===== src/sv/rbtd_pkg.sv =====
// ----------------------------------------------------------------------------
// rbtd_pkg
// Shared types and constants for the RTTY bit timing deframer.
// ----------------------------------------------------------------------------
package rbtd_pkg;

	// Field and register widths
	localparam int TICK_W     = 15;
	localparam int ELAPSED_W  = 16;
	localparam int GSUM_W     = ELAPSED_W + 1;
	localparam int CODE_W     = 5;
	localparam int DUR_W      = 32;
	localparam int RUN_W      = DUR_W + 2;
	localparam int COUNT_W    = 5;
	localparam int CFG_IDX_W  = 2;
	localparam int IN_TDATA_W = 24;
	localparam int OUT_TDATA_W = 8;

	// Framing: start bit at the top of the 8-bit window, two stop bits at the bottom
	localparam int FRAME_BITS   = 8;
	localparam int START_BIT    = 7;
	localparam int STOP_BIT_LO  = 0;
	localparam int STOP_BIT_HI  = 1;
	localparam int CODE_LSB     = 2;
	localparam int COUNT_MAX    = 31;
	localparam int MAX_RESULTS  = 3;
	localparam int RES_IDX_W    = 2;
	localparam int MAX_RUN_BITS = 32;
	localparam int RUN_CNT_W    = 6;

	// Configuration register indices
	localparam logic [CFG_IDX_W-1:0] REG_SYMBOL_TICKS = 2'd0;
	localparam logic [CFG_IDX_W-1:0] REG_SWITCH_TICKS = 2'd1;

	localparam logic [TICK_W-1:0] SYMBOL_TICKS_RESET = 15'd1375;
	localparam logic [TICK_W-1:0] SWITCH_TICKS_RESET = 15'd343;

	typedef enum logic [2:0] {
		ST_IDLE,
		ST_UPDATE,
		ST_BITS,
		ST_FRAME,
		ST_EMIT
	} state_t;

	typedef struct packed {
		logic capture;
		logic update;
		logic bit_step;
		logic frame_step;
		logic emit_load;
	} cmd_t;

	typedef struct packed {
		logic run_more;
		logic frame_more;
		logic have_codes;
		logic emit_last;
		logic out_free;
	} status_t;

endpackage


===== src/sv/rbtd_ctrl.sv =====
// ----------------------------------------------------------------------------
// rbtd_ctrl
// Sequencer: level update, bit generation, deframing and result delivery.
// ----------------------------------------------------------------------------
module rbtd_ctrl (
	input  logic             clk,
	input  logic             arst_n,
	input  logic             s_tvalid,
	output logic             s_tready,
	input  rbtd_pkg::status_t status,
	output rbtd_pkg::cmd_t    cmd
);

	rbtd_pkg::state_t state_q;
	rbtd_pkg::state_t state_d;

	always_ff @(posedge clk or negedge arst_n) begin
		if (!arst_n) begin
			state_q <= rbtd_pkg::ST_IDLE;
		end else begin
			state_q <= state_d;
		end
	end

	always_comb begin
		state_d  = state_q;
		cmd      = '0;
		s_tready = 1'b0;
		unique case (state_q)
			rbtd_pkg::ST_IDLE: begin
				s_tready = 1'b1;
				if (s_tvalid) begin
					cmd.capture = 1'b1;
					state_d     = rbtd_pkg::ST_UPDATE;
				end
			end
			rbtd_pkg::ST_UPDATE: begin
				cmd.update = 1'b1;
				state_d    = rbtd_pkg::ST_BITS;
			end
			rbtd_pkg::ST_BITS: begin
				if (status.run_more) begin
					cmd.bit_step = 1'b1;
				end else begin
					state_d = rbtd_pkg::ST_FRAME;
				end
			end
			rbtd_pkg::ST_FRAME: begin
				if (status.frame_more) begin
					cmd.frame_step = 1'b1;
				end else if (status.have_codes) begin
					state_d = rbtd_pkg::ST_EMIT;
				end else begin
					state_d = rbtd_pkg::ST_IDLE;
				end
			end
			rbtd_pkg::ST_EMIT: begin
				if (status.out_free) begin
					cmd.emit_load = 1'b1;
					if (status.emit_last) begin
						state_d = rbtd_pkg::ST_IDLE;
					end
				end
			end
			default: begin
				state_d = rbtd_pkg::ST_IDLE;
			end
		endcase
	end

endmodule


===== src/sv/rbtd_dp.sv =====
// ----------------------------------------------------------------------------
// rbtd_dp
// Datapath: deglitcher, run durations, bit shifter, frame checker and
// the output register.
// ----------------------------------------------------------------------------
module rbtd_dp #(
	parameter int SHIFT_WIDTH = 16
) (
	input  logic                                clk,
	input  logic                                arst_n,
	input  logic                                cfg_we,
	input  logic [rbtd_pkg::CFG_IDX_W-1:0]      cfg_index,
	input  logic [rbtd_pkg::TICK_W-1:0]         cfg_data,
	input  logic [rbtd_pkg::IN_TDATA_W-1:0]     s_tdata,
	output logic                                m_tvalid,
	input  logic                                m_tready,
	output logic [rbtd_pkg::OUT_TDATA_W-1:0]    m_tdata,
	output logic                                m_tlast,
	input  rbtd_pkg::cmd_t                      cmd,
	output rbtd_pkg::status_t                   status
);

	localparam int EXT_W = SHIFT_WIDTH + rbtd_pkg::COUNT_MAX;

	// Configuration
	logic [rbtd_pkg::TICK_W-1:0] symbol_ticks_q;
	logic [rbtd_pkg::TICK_W-1:0] switch_ticks_q;

	// Captured sample
	logic                           level_q;
	logic [rbtd_pkg::ELAPSED_W-1:0] t_q;

	// Level tracking
	logic                              dec_q;
	logic [rbtd_pkg::TICK_W-1:0]       glitch_q;
	logic signed [rbtd_pkg::DUR_W-1:0] mark_q;
	logic signed [rbtd_pkg::DUR_W-1:0] space_q;

	// Run to bits
	logic signed [rbtd_pkg::RUN_W-1:0] run_q;
	logic                              run_bit_q;
	logic                              run_active_q;
	logic [rbtd_pkg::RUN_CNT_W-1:0]    run_cnt_q;

	// Shifter and frame collection
	logic [SHIFT_WIDTH-1:0]           shifter_q;
	logic [rbtd_pkg::COUNT_W-1:0]     held_q;
	logic [rbtd_pkg::CODE_W-1:0]      codes_q [rbtd_pkg::MAX_RESULTS];
	logic [rbtd_pkg::RES_IDX_W-1:0]   code_cnt_q;
	logic [rbtd_pkg::RES_IDX_W-1:0]   emit_idx_q;

	// Output register
	logic                        out_valid_q;
	logic [rbtd_pkg::CODE_W-1:0] out_code_q;
	logic                        out_last_q;

	// Update arithmetic
	logic                                differ;
	logic [rbtd_pkg::GSUM_W-1:0]         gsum;
	logic                                close_run;
	logic signed [rbtd_pkg::DUR_W:0]     dur_a;
	logic signed [rbtd_pkg::DUR_W:0]     dur_b;
	logic signed [rbtd_pkg::DUR_W:0]     dur_sum;
	logic signed [rbtd_pkg::DUR_W-1:0]   dur_sat;
	logic signed [rbtd_pkg::DUR_W-1:0]   new_run_dur;

	// Bit generation and framing
	logic signed [rbtd_pkg::RUN_W-1:0]   half_sym;
	logic [rbtd_pkg::COUNT_W-1:0]        over;
	logic [EXT_W-1:0]                    ext;
	logic [EXT_W-1:0]                    ext_sh;
	logic [rbtd_pkg::FRAME_BITS-1:0]     win;
	logic                                frame_ok;
	logic [rbtd_pkg::CODE_W-1:0]         rev_code;

	assign differ    = (level_q != dec_q);
	assign gsum      = rbtd_pkg::GSUM_W'(glitch_q) + rbtd_pkg::GSUM_W'(t_q);
	assign close_run = differ && (gsum > rbtd_pkg::GSUM_W'(switch_ticks_q));

	// The duration of the level now held either closes (the disagreeing
	// ticks are taken back from it) or grows by the elapsed ticks.
	always_comb begin
		dur_a = dec_q ? (rbtd_pkg::DUR_W+1)'(mark_q) : (rbtd_pkg::DUR_W+1)'(space_q);
		dur_a = dec_q ? {mark_q[rbtd_pkg::DUR_W-1], mark_q}
		              : {space_q[rbtd_pkg::DUR_W-1], space_q};
		if (close_run) begin
			dur_b = -$signed({{(rbtd_pkg::DUR_W+1-rbtd_pkg::TICK_W){1'b0}}, glitch_q});
		end else begin
			dur_b = $signed({{(rbtd_pkg::DUR_W+1-rbtd_pkg::ELAPSED_W){1'b0}}, t_q});
		end
		dur_sum = dur_a + dur_b;
		if (dur_sum[rbtd_pkg::DUR_W] != dur_sum[rbtd_pkg::DUR_W-1]) begin
			dur_sat = dur_sum[rbtd_pkg::DUR_W] ? {1'b1, {(rbtd_pkg::DUR_W-1){1'b0}}}
			                                   : {1'b0, {(rbtd_pkg::DUR_W-1){1'b1}}};
		end else begin
			dur_sat = dur_sum[rbtd_pkg::DUR_W-1:0];
		end
		new_run_dur = $signed(rbtd_pkg::DUR_W'(glitch_q) + rbtd_pkg::DUR_W'(t_q));
	end

	assign half_sym = $signed({{(rbtd_pkg::RUN_W-rbtd_pkg::TICK_W+1){1'b0}},
	                           symbol_ticks_q[rbtd_pkg::TICK_W-1:1]});

	// Bits above the shifter read as zero once more bits are counted than held.
	assign over     = held_q - rbtd_pkg::COUNT_W'(rbtd_pkg::FRAME_BITS);
	assign ext      = EXT_W'(shifter_q);
	assign ext_sh   = ext >> over;
	assign win      = ext_sh[rbtd_pkg::FRAME_BITS-1:0];
	assign frame_ok = win[rbtd_pkg::STOP_BIT_LO] && win[rbtd_pkg::STOP_BIT_HI]
	                  && !win[rbtd_pkg::START_BIT];

	always_comb begin
		for (int i = 0; i < rbtd_pkg::CODE_W; i++) begin
			rev_code[rbtd_pkg::CODE_W-1-i] = win[rbtd_pkg::CODE_LSB+i];
		end
	end

	assign status.run_more   = run_active_q && (run_q > half_sym)
	                           && (run_cnt_q < rbtd_pkg::RUN_CNT_W'(rbtd_pkg::MAX_RUN_BITS));
	assign status.frame_more = (held_q >= rbtd_pkg::COUNT_W'(rbtd_pkg::FRAME_BITS));
	assign status.have_codes = (code_cnt_q != '0);
	assign status.emit_last  = (emit_idx_q == code_cnt_q - 1'b1);
	assign status.out_free   = !out_valid_q || m_tready;

	always_ff @(posedge clk or negedge arst_n) begin
		if (!arst_n) begin
			symbol_ticks_q <= rbtd_pkg::SYMBOL_TICKS_RESET;
			switch_ticks_q <= rbtd_pkg::SWITCH_TICKS_RESET;
		end else if (cfg_we) begin
			unique case (cfg_index)
				rbtd_pkg::REG_SYMBOL_TICKS: symbol_ticks_q <= cfg_data;
				rbtd_pkg::REG_SWITCH_TICKS: switch_ticks_q <= cfg_data;
				default: ;
			endcase
		end
	end

	always_ff @(posedge clk) begin
		if (cmd.capture) begin
			level_q <= ~s_tdata[0];
			t_q     <= s_tdata[rbtd_pkg::ELAPSED_W:1];
		end
	end

	always_ff @(posedge clk or negedge arst_n) begin
		if (!arst_n) begin
			dec_q        <= 1'b1;
			glitch_q     <= '0;
			mark_q       <= '0;
			space_q      <= '0;
			run_q        <= '0;
			run_bit_q    <= 1'b0;
			run_active_q <= 1'b0;
			run_cnt_q    <= '0;
			shifter_q    <= '0;
			held_q       <= '0;
			code_cnt_q   <= '0;
		end else begin
			if (cmd.capture) begin
				code_cnt_q <= '0;
			end
			if (cmd.update) begin
				run_cnt_q <= '0;
				if (close_run) begin
					// The closing run is loaded with its duration; each bit taken from it subtracts one symbol.
					run_q        <= {{2{dur_sat[rbtd_pkg::DUR_W-1]}}, dur_sat};
					run_bit_q    <= dec_q;
					run_active_q <= 1'b1;
					dec_q        <= level_q;
					glitch_q     <= '0;
					if (dec_q) begin
						mark_q  <= '0;
						space_q <= new_run_dur;
					end else begin
						space_q <= '0;
						mark_q  <= new_run_dur;
					end
				end else begin
					run_active_q <= 1'b0;
					glitch_q     <= differ ? gsum[rbtd_pkg::TICK_W-1:0] : '0;
					if (dec_q) begin
						mark_q <= dur_sat;
					end else begin
						space_q <= dur_sat;
					end
				end
			end
			if (cmd.bit_step) begin
				shifter_q <= {shifter_q[SHIFT_WIDTH-2:0], run_bit_q};
				run_q     <= run_q - $signed({{(rbtd_pkg::RUN_W-rbtd_pkg::TICK_W){1'b0}},
				                              symbol_ticks_q});
				run_cnt_q <= run_cnt_q + 1'b1;
				if (held_q != rbtd_pkg::COUNT_W'(rbtd_pkg::COUNT_MAX)) begin
					held_q <= held_q + 1'b1;
				end
			end
			if (cmd.frame_step) begin
				if (frame_ok && (code_cnt_q < rbtd_pkg::RES_IDX_W'(rbtd_pkg::MAX_RESULTS))) begin
					code_cnt_q <= code_cnt_q + 1'b1;
					held_q     <= held_q - rbtd_pkg::COUNT_W'(rbtd_pkg::FRAME_BITS);
				end else begin
					held_q <= held_q - 1'b1;
				end
			end
		end
	end

	always_ff @(posedge clk) begin
		if (cmd.frame_step && frame_ok
		    && (code_cnt_q < rbtd_pkg::RES_IDX_W'(rbtd_pkg::MAX_RESULTS))) begin
			codes_q[code_cnt_q] <= rev_code;
		end
	end

	always_ff @(posedge clk or negedge arst_n) begin
		if (!arst_n) begin
			emit_idx_q  <= '0;
			out_valid_q <= 1'b0;
		end else begin
			if (cmd.capture) begin
				emit_idx_q <= '0;
			end else if (cmd.emit_load) begin
				emit_idx_q <= emit_idx_q + 1'b1;
			end
			if (cmd.emit_load) begin
				out_valid_q <= 1'b1;
			end else if (m_tready) begin
				out_valid_q <= 1'b0;
			end
		end
	end

	always_ff @(posedge clk) begin
		if (cmd.emit_load) begin
			out_code_q <= codes_q[emit_idx_q];
			out_last_q <= status.emit_last;
		end
	end

	assign m_tvalid = out_valid_q;
	assign m_tdata  = rbtd_pkg::OUT_TDATA_W'(out_code_q);
	assign m_tlast  = out_last_q;

endmodule


===== src/sv/rtty_bit_timing_deframer.sv =====
// ----------------------------------------------------------------------------
// rtty_bit_timing_deframer
// Bit timing recovery and character deframing for a 45.45 baud RTTY receiver.
// ----------------------------------------------------------------------------
// Input stream: one request per discriminator sample, carrying the space/mark
// sign and the ticks elapsed since the previous sample. Output stream: zero to
// three Baudot codes per input request; tlast marks the last code of a request.
// Configuration: symbol_ticks (index 0) and switch_ticks (index 1) are written
// through cfg_we/cfg_index/cfg_data; the user must write them only while the
// block is idle, which the block does not enforce; other indices are ignored.
// One request at a time is processed: capture (on acceptance), level update,
// bit generation (up to 32 bits), deframing (up to 24 steps) and delivery of
// each code.
// The last code waits in the output register while the next input request is
// accepted; a stalled receiver holds the sequencer in the delivery state.
// Reset returns the configuration to 1375/343 ticks, the decoded level to
// mark and clears the durations, shifter and bit count.
// ----------------------------------------------------------------------------
module rtty_bit_timing_deframer #(
	parameter int SHIFT_WIDTH = 16
) (
	input  logic                              clk,
	input  logic                              arst_n,
	input  logic                              cfg_we,
	input  logic [rbtd_pkg::CFG_IDX_W-1:0]    cfg_index,
	input  logic [rbtd_pkg::TICK_W-1:0]       cfg_data,
	input  logic                              s_tvalid,
	output logic                              s_tready,
	input  logic [rbtd_pkg::IN_TDATA_W-1:0]   s_tdata,  // space_sample, elapsed_ticks[15:0]
	output logic                              m_tvalid,
	input  logic                              m_tready,
	output logic [rbtd_pkg::OUT_TDATA_W-1:0]  m_tdata,  // baudot_code[4:0]
	output logic                              m_tlast
);

	rbtd_pkg::cmd_t    cmd;
	rbtd_pkg::status_t status;

	rbtd_ctrl u_ctrl (
		.clk      (clk),
		.arst_n   (arst_n),
		.s_tvalid (s_tvalid),
		.s_tready (s_tready),
		.status   (status),
		.cmd      (cmd)
	);

	rbtd_dp #(
		.SHIFT_WIDTH (SHIFT_WIDTH)
	) u_dp (
		.clk       (clk),
		.arst_n    (arst_n),
		.cfg_we    (cfg_we),
		.cfg_index (cfg_index),
		.cfg_data  (cfg_data),
		.s_tdata   (s_tdata),
		.m_tvalid  (m_tvalid),
		.m_tready  (m_tready),
		.m_tdata   (m_tdata),
		.m_tlast   (m_tlast),
		.cmd       (cmd),
		.status    (status)
	);

endmodule

===== config.mk =====
export PLATFORM = sky130hd
export DESIGN_NAME = rtty_bit_timing_deframer
export DESIGN_NICKNAME = d
export VERILOG_FILES = /design/src/sv/rbtd_pkg.sv /design/src/sv/rbtd_ctrl.sv /design/src/sv/rbtd_dp.sv /design/src/sv/rtty_bit_timing_deframer.sv
export SDC_FILE = /design/constraint.sdc
export NUM_CORES = 1
export LEC_CHECK = 0
export ABC_CLOCK_PERIOD_IN_PS = 24400
export BUFFER_PORTS_ARGS = -buffer_cell sky130_fd_sc_hd__buf_2
export CAP_MARGIN = 20
export CORE_MARGIN = 2
export CORE_UTILIZATION = 68
export CTS_CLUSTER_DIAMETER = 30
export DETAILED_ROUTE_END_ITERATION = 8
export PLACE_DENSITY_LB_ADDON = 0.3
export SETUP_SLACK_MARGIN = 0.02
export SLEW_MARGIN = 20
export SYNTH_ARGS = -nofsm -noshare
export SYNTH_HDL_FRONTEND = slang
export SYNTH_SLANG_ARGS = --single-unit

===== constraint.sdc =====
create_clock -name clk -period 24.4 [get_ports clk]
set_clock_uncertainty 0.1 [all_clocks]
set_input_delay 2.44 -clock clk [delete_from_list [all_inputs] [get_ports clk]]
set_output_delay 2.44 -clock clk [all_outputs]
set_load 0.05 [all_outputs]

==> impl_metrics.ini, run 1 <==
[status]
status = finished clean

[timing]
hold_viol = 0
worst_slew_pin_slew_ps = 995
finalSetupTns_ps = 0
slew_viol_final = 0
rsz0062_at_grt = no
min_period_ps = 11810
fmax_mhz = 84.7
slew_headroom_pct = 33.3
setup_viol = 0
finalCritPeriodShare_pct = 48.4

[cells_and_area]
design_area_um2 = 16800
area_growth_pct = 14.8
layout_commonest_cell = nand2_1
fillers = 1329
final_cell_mix = nand2_1, dfrtp_1, o21ai_0
final_cells = 1986
final_layout_size_suffix_gt1_share_pct = 14.6
final_util_pct = 79.7
nets = 1824
n_antenna_cell = 0

[setup_path]
critPathArrivalTime_ps = 12120
startpoint_type = register
cp.required_ps = 24720
critical_path_class = register to register
rr_worst_depth = 40
slowest_delay_ps = 850
crit_top_cell = ha_1
cp_max_fo = 42
rrSetupSlack_ps = 12590
crit_slowest_cell = nor3_2
cp-end-kind = register

[clock_network]
cts_buffer_depth = 3
cts_hold_buf = 0
insertion_delay_ps = 550
cts-root-buf = clkbuf_16
cts_resized = 0
cts_buffers = 47
cts_tree = done
htreeDepth = 2
postCtsSetupBuffers = 0
cts.sinks = 219
clk_pin_slew_ps = 50

[synth]
synthSimpleGateAreaFrac_pct = 15.7
synth_top_family_by_area = compound AO/OA/AOI/OAI gates
yosysSeqAreaShare_pct = 39.0
synthDistinctLibCells = 94
synthFlopType = dfrtp_1
synth_edf_count = 38
synthCells = 1628
synth_mux_area_share_pct = 6.22
ys_ff_latch = 219
async_flop_share_pct = 82.6
synthAdderAreaFrac_pct = 9.52
synth_area_per_cell_um2 = 8.96
synth_compound_area_share_pct = 21.3
syn-cell-area_um2 = 14600
yosys_warnings = 0
synth-xor-area-share_pct = 4.14

[routing]
drt_iter0_markers = 1367
via_count = 13300
remaining_drc_errors = 0
routed_wl_um = 40900
viasPerCell = 6.69
ant_nets = 0
detail_route.first_pass.iterations = 5
routedWlPerCell_um = 20.6

[floorplan]
die_h_um = 150
die-area_um2 = 22600
num_rows = 53
initial_core_util_pct = 69.4
core_um2 = 21000
ios = 57
die_x_um = 150

[placed_design]
place_inst = 1898
dp_hpwl_um = 26900
routabilityCongestion = 0.935
place_area_um2 = 15000
io_buffers = 46

[global_route]
grt_overflow = 0
grt_pass1_vias = 13200
grt_start_max_net_pins = 109
grt_pass1_wl_um = 66600
grt_usage_pct = 37.1
antenna_found_initial = 0

[hold_path]
hold_depth = 2
min_path_type = register to register

[flow_run]
max_cap_viol_count = 0
[state kept, by name (all words and copies together), names as in the netlist]
register / flops
u_dp.m_tvalid: 1
u_dp.held_q: 5
u_dp.emit_idx_q: 2
u_dp.run_bit_q: 1
u_dp.symbol_ticks_q: 15
u_dp.level_q: 1
u_dp.out_code_q: 5
u_dp.run_cnt_q: 6
u_dp.glitch_q: 15
u_dp.shifter_q: 16
u_dp.codes_q: 15
u_dp.mark_q: 32
u_dp.run_active_q: 1
u_dp.m_tlast: 1
u_dp.space_q: 32
u_ctrl.state_q: 3
u_dp.run_q: 34
u_dp.t_q: 16
u_dp.code_cnt_q: 2
u_dp.dec_q: 1
u_dp.switch_ticks_q: 15
[worst paths after layout]
| path | startpoint | endpoint |
|---|---|---|
| min in group asynchronous | arst_n | u_dp.mark_q[25] |
| setup reg to reg | u_dp.glitch_q[0] | u_dp.mark_q[22] |
| max in group asynchronous | arst_n | u_dp.run_q[15] |
| hold / removal | u_dp.run_bit_q | u_dp.shifter_q[0] |
| setup / recovery | u_dp.glitch_q[0] | u_dp.mark_q[22] |
| hold reg to reg | u_dp.run_bit_q | u_dp.shifter_q[0] |
[worst max-delay path: cells and delay by family, from the launching register on]
family	cells	cell delay, ps
compound gates	19	5530
simple gates	9	1980
fa+ha+maj	6	1800
xor+xnor	2	980
buf+inv	4	880
flops	1	380
[Yosys cell counts, drive strengths merged (10+ instances only)]
cell / n / share of area [%]
or3: 13 / 0.59
a21oi: 124 / 4.4
dfstp: 15 / 2.7
ha: 103 / 8.8
a31oi: 18 / 0.87
xnor2: 43 / 2.6
nor3: 41 / 1.4
edfxtp: 38 / 7.8
o21ai: 175 / 6.0
mux2: 55 / 4.2
nand2b: 11 / 0.47
nor2b: 12 / 0.51
and3: 10 / 0.43
a21o: 23 / 1.2
a22o: 24 / 1.4
nand2: 194 / 5.1
o21a: 15 / 0.78
clkbuf: 58 / 1.5
and2: 10 / 0.43
mux2i: 22 / 1.5
dfrtp: 166 / 28
buf: 12 / 0.57
xor2: 26 / 1.6
o22ai: 17 / 0.73
nor2: 143 / 3.7
nand4: 13 / 0.56
o21bai: 10 / 0.51
inv: 78 / 2.0
nand3: 25 / 0.86
[per-stage QoR]
step                      worst slack [ps]  hold WS, ps
final                                12590          368
after global routing                 11880          401
after CTS                            12960          373
after detailed placement             13080          361
after global placement               13380          352
after floorplan                      15870          339
[area by class of cell]
| class | count | area (um^2) | share of cell area, % |
|---|---|---|---|
| multi-input combinational | 1262 | 8340 | 49.8 |
| sequential | 219 | 5690 | 34.0 |
| clock buffer | 60 | 1310 | 7.81 |
| clock inverter | 28 | 405 | 2.42 |
| timing repair buffer | 63 | 367 | 2.19 |
| tap | 275 | 344 | 2.05 |
| inverter | 79 | 297 | 1.77 |
[routing by layer]
metal	GRT usage (%)	up-vias	routed length, um
met5	0	-	0
met4	21.1	0	2470
met3	6.09	193	3010
met2	60.6	681	19400
met1	46.8	6423	16000
li1	-	5985	-
[cells by family after synthesis]
| group | after synthesis |
|---|---|
| muxes | 80 |
| adders and majority gates | 110 |
| buffers and inverters | 149 |
| and+or+nand+nor | 505 |
| DFF | 219 |
| other | 1 |
| xor gates and xnor gates | 69 |
| AOI/OAI and AO/OA | 495 |
Power of run 1 is left out: the tool's default activity adds up to more than one toggle a clock period on the data nets, which glitch-free logic cannot reach.
==> run 2: changes to the inputs <==
--- a/config.mk
+++ b/config.mk
@@ -5,11 +5,11 @@
 export SDC_FILE = /design/constraint.sdc
 export NUM_CORES = 1
 export LEC_CHECK = 0
-export ABC_CLOCK_PERIOD_IN_PS = 24400
+export ABC_CLOCK_PERIOD_IN_PS = 9500
 export BUFFER_PORTS_ARGS = -buffer_cell sky130_fd_sc_hd__buf_2
 export CAP_MARGIN = 20
 export CORE_MARGIN = 2
-export CORE_UTILIZATION = 68
+export CORE_UTILIZATION = 57
 export CTS_CLUSTER_DIAMETER = 30
 export DETAILED_ROUTE_END_ITERATION = 8
 export PLACE_DENSITY_LB_ADDON = 0.3
==> constraint.sdc (replaced) <==
create_clock -name clk -period 9.5 [get_ports clk]
set_clock_uncertainty 0.1 [all_clocks]
set_input_delay 0.95 -clock clk [delete_from_list [all_inputs] [get_ports clk]]
set_output_delay 0.95 -clock clk [all_outputs]
set_load 0.05 [all_outputs]
==> impl_metrics.ini, run 2 (synthesis gave the netlist of run 1 again) <==
[routing]
routed_wl_um = 39700
detail_route.first_pass.iterations = 5
drt_iter0_markers = 1179
routedWlPerCell_um = 19.0
ant_nets = 0
viasPerCell = 6.19
remaining_drc_errors = 0
via_count = 12900

[timing]
hold_viol = 0
fmax_mhz = 109
whs_ps = 370
slew_viol_final = 0
finalCritPeriodShare_pct = 96.3
min_period_ps = 9150
setup_viol = 0
slew_headroom_pct = 26.5
worst_slew_pin_slew_ps = 1090

[setup_path]
crit_slowest_cell = or4_1
critPathArrivalTime_ps = 9490
critical_path_class = register to register
cp-end-kind = register
crit_top_cell = buf_4
slowest_delay_ps = 540
startpoint_type = register
cp_max_fo = 8
cp.required_ps = 9850

[cells_and_area]
top_register = u_dp.run_q
largest_register_ffs = 34
final_cell_mix = nand2_1, dfrtp_1, o21ai_0
reg_top3 = u_dp.run_q: 34 flops, u_dp.mark_q: 32 flops, u_dp.space_q: 32 flops
final_layout_size_suffix_gt1_share_pct = 18.9
design_area_um2 = 17500
fillers = 1921
n_antenna_cell = 0
nets = 1866
area_growth_pct = 19.7
multiInputGateArea_um2 = 8520
layout_commonest_cell = nand2_1
seq_area_um2 = 5690

[status]
status = finished clean

[global_route]
grt_usage_pct = 29.6
grt_pass1_wl_um = 63200
grt_overflow = 0
grt_pass1_vias = 12500
antenna_found_initial = 0
grt_start_max_net_pins = 108

[placed_design]
place_area_um2 = 15300
routabilityCongestion = 0.933
io_buffers = 46
dp_hpwl_um = 27000

[floorplan]
initial_core_util_pct = 57.9
die_x_um = 164
num_rows = 58
core_um2 = 25200
ios = 57
die_h_um = 164
die-area_um2 = 26900

[clock_network]
htreeDepth = 2
cts_buffers = 53
clk_pin_slew_ps = 40
cts_buffer_depth = 3
cts_hold_buf = 0
cts-root-buf = clkbuf_16
insertion_delay_ps = 570
cts.sinks = 219
cts_tree = done

[hold_path]
min_path_type = input port to async pin

[flow_run]
max_cap_viol_count = 0
[run 2: cell count changes in the layout (fill, tap and decap cells not counted), moves of 4 or more]
cell / change
clkbuf_8: +4
clkbuf_16: +6
xnor2_1: -4
ha_1: -5
xnor2_2: +4
clkinv_2: +10
buf_4: +34
ha_2: +4
o21ai_0: -8
o21ai_1: +6
[run 2: final timing paths]
| path | startpoint | end | slack, ps | depth (start not counted) |
|---|---|---|---|---|
| max | u_dp.t_q[0] | u_dp.run_q[28] | 350 | 41 |
| min | arst_n | u_dp.mark_q[25] | 370 | 1 |
| max reg2reg | u_dp.t_q[0] | u_dp.run_q[28] | 350 | 41 |
| min reg2reg | u_dp.run_active_q | u_dp.run_active_q | 370 | 2 |
| max in group asynchronous | arst_n | u_dp.run_q[7] | 7330 | 2 |
| min in group clk | u_dp.run_active_q | u_dp.run_active_q | 370 | 2 |
[run 2: through the flow]
stage          util [%]  cells  setup WS (ps)  TNS [ps]
2_1_floorplan         -   1630            969         0
3_3_place_gp       60.7   1977            175         0
3_5_place_dp       60.7   1977           13.8         0
4_1_cts            68.3   2077           27.5         0
5_1_grt            69.3   2089          -34.3      -143
6_report           69.3   2089            354         0
[run 2: area by class of cell]
cell class / count / share of cell area, %
clock buffers: 69 / 8.64
clock inverters: 31 / 2.21
inverters: 79 / 1.70
multi-input cells: 1262 / 48.8
flip-flops and latches: 219 / 32.6
well taps: 330 / 2.37
repair buffers: 99 / 3.69
[run 2: per-layer routing]
layer / vias to the layer above / wire length (um) / global-route usage [%]
met5: - / 0 / 0
met4: 0 / 1830 / 14.4
met3: 123 / 2680 / 4.60
met2: 511 / 18800 / 48.2
met1: 6216 / 16500 / 38.7
li1: 6084 / - / -
[run 2: what timing repair did]
action / CTS / global route
resized for setup: 2 / 44
buffers inserted: 0 / 12
setup endpoints to repair: 28 / 82
pin swaps: 0 / 21
[run 2: critical path, delay by kind of cell (launching register included)]
family                   cells  cell delay [ps]
AO/OA/AOI/OAI               18             4080
AND/OR/NAND/NOR             10             2030
adder cells (fa/ha/maj)      5             1470
buffers and inverters        7              810
flip-flops                   1              370
XOR/XNOR                     1              140
Power of run 2 is left out for the same reason.
==> run 3: changes to the inputs <==
--- a/config.mk
+++ b/config.mk
@@ -13,8 +13,9 @@
 export CTS_CLUSTER_DIAMETER = 30
 export DETAILED_ROUTE_END_ITERATION = 8
 export PLACE_DENSITY_LB_ADDON = 0.3
-export SETUP_SLACK_MARGIN = 0.02
+export SETUP_SLACK_MARGIN = 0.05
 export SLEW_MARGIN = 20
 export SYNTH_ARGS = -nofsm -noshare
 export SYNTH_HDL_FRONTEND = slang
+export SYNTH_HIERARCHICAL = 1
 export SYNTH_SLANG_ARGS = --single-unit
==> impl_metrics.ini, run 3 <==
[global_route]
grt_pass1_wl_um = 65100
grt_pass1_vias = 12700
grt_start_max_net_pins = 106
antenna_found_initial = 0
grt_overflow = 0
grt_usage_pct = 30.3

[floorplan]
die_h_um = 165
num_rows = 58
initial_core_util_pct = 58.2
core_um2 = 25300
die-area_um2 = 27100
die_x_um = 165
ios = 57

[placed_design]
routabilityCongestion = 0.956
io_buffers = 46
place_inst = 1938
dp_hpwl_um = 27800

[timing]
slew_viol_final = 0
fmax_mhz = 112
finalSetupTns_ps = 0
slew_headroom_pct = 27.5
hold_viol = 0
worst_slew_pin_slew_ps = 1070
rsz0062_at_grt = no
setup_viol = 0
min_period_ps = 8910
finalCritPeriodShare_pct = 93.8
whs_ps = 232

[synth]
yosys_warnings = 6
synth.area.top_cells = dfrtp_1, ha_1, edfxtp_1, mux2_2, o21ai_0
synth_edf_count = 38
syn-cell-area_um2 = 14700
ys_ff_latch = 219
synth_top_area_share_pct = 28.3
synth_most_common_cell = nand2_1
synth_common_cells = nand2_1, dfrtp_1, o21ai_0, a21oi_1, ha_1
async_flop_share_pct = 82.6
synth_area_per_cell_um2 = 9.18
synthFlopType = dfrtp_1
synthDistinctLibCells = 87
synthCells = 1601
synth_top_area_cell = dfrtp_1
yosysSeqAreaShare_pct = 38.7

[clock_network]
cts_buffer_depth = 3
cts_buffers = 49
cts_tree = done
cts_hold_buf = 0
cts-root-buf = clkbuf_16
htreeDepth = 2
insertion_delay_ps = 550
cts.sinks = 219
clk_pin_slew_ps = 50

[setup_path]
crit_slowest_cell = or4_1
cp_top_family = compound AO/OA/AOI/OAI gates
critPathArrivalTime_ps = 9190
rr_worst_depth = 35
worst-path-stages = 35
crit_top_cell = o21ai_0
endpoint = u_dp/space_q[30]
slowest_delay_ps = 550
cp-end-kind = register
cp_max_fo = 9
startpoint_type = register
timing.critical_path.buf_inv = 2
cp.required_ps = 9780
critical_path_class = register to register
r2r_end = u_dp/space_q[30]
rrSetupSlack_ps = 590
r2r_start = u_dp/glitch_q[2]
worstSetupStartpoint = u_dp/glitch_q[2]

[routing]
detail_route.first_pass.iterations = 8
ant_nets = 0
routedWlPerCell_um = 19.8
routed_wl_um = 40300
via_count = 12800
viasPerCell = 6.27
drt_iter0_markers = 1223
remaining_drc_errors = 0

[cells_and_area]
final_cell_mix = nand2_1, dfrtp_1, o21ai_0
final_layout_size_suffix_gt1_share_pct = 17.1
nets = 1815
layout_commonest_cell = nand2_1
top_register = u_dp/run_q
final_cells = 2037
largest_register_ffs = 34
reg_top3 = u_dp/run_q: 34 flops, u_dp/mark_q: 32 flops, u_dp/space_q: 32 flops
n_antenna_cell = 0
area_growth_pct = 17.2
fillers = 1966

[hold_path]
min_path_type = input port to async pin

[status]
status = finished clean

[flow_run]
max_cap_viol_count = 0
[run 3: timing repair]
item | CTS | global route
resized for setup | 0 | 3
buffers inserted | 0 | 4
setup endpoints to repair | 0 | 12
[run 3: worst min-delay path by stage]
| stage | to |
|---|---|
| floorplan | u_dp/run_active_q |
| global placement | u_dp/run_active_q |
| detailed placement | u_dp/mark_q[23] |
| CTS | u_dp/space_q[17] |
| global route | u_dp/switch_ticks_q[12] |
| finish | u_dp/switch_ticks_q[14] |
[run 3: metal layers]
metal,GRT usage [%],vias to the layer above,routed length (um)
li1,-,5958,-
met1,40.7,6171,17200
met2,49.5,533,18800
met3,5.78,102,3200
met4,10.3,0,1130
met5,0,-,0
[run 3: final cells by class]
type                       count  area (um^2)  area share [%]
multi-input combinational   1233         8460            49.1
sequential                   219         5690            33.0
clock buffer                  52         1280            7.44
clock inverter                40          531            3.08
timing repair buffer          76          514            2.99
tap                          330          413            2.40
inverter                      87          327            1.90
[run 3: through the flow]
stage / util (%) / cell area (um^2) / setup slack (ps)
floorplan: - / 14700 / 1540
global placement: 60.5 / 15300 / 847
detailed placement: 60.5 / 15300 / 704
CTS: 67.7 / 17100 / 629
global route: 68.2 / 17200 / 189
finish: 68.2 / 17200 / 591
[run 3: cells by family after synthesis]
group	share of synthesized area, %
other	0.0255
AO/OA/AOI/OAI	21.0
flip-flops	38.7
XOR/XNOR	4.83
adder cells (fa/ha/maj)	9.20
multiplexers	7.26
AND/OR/NAND/NOR	14.9
buffers and inverters	4.06
Power of run 3 is left out for the same reason.
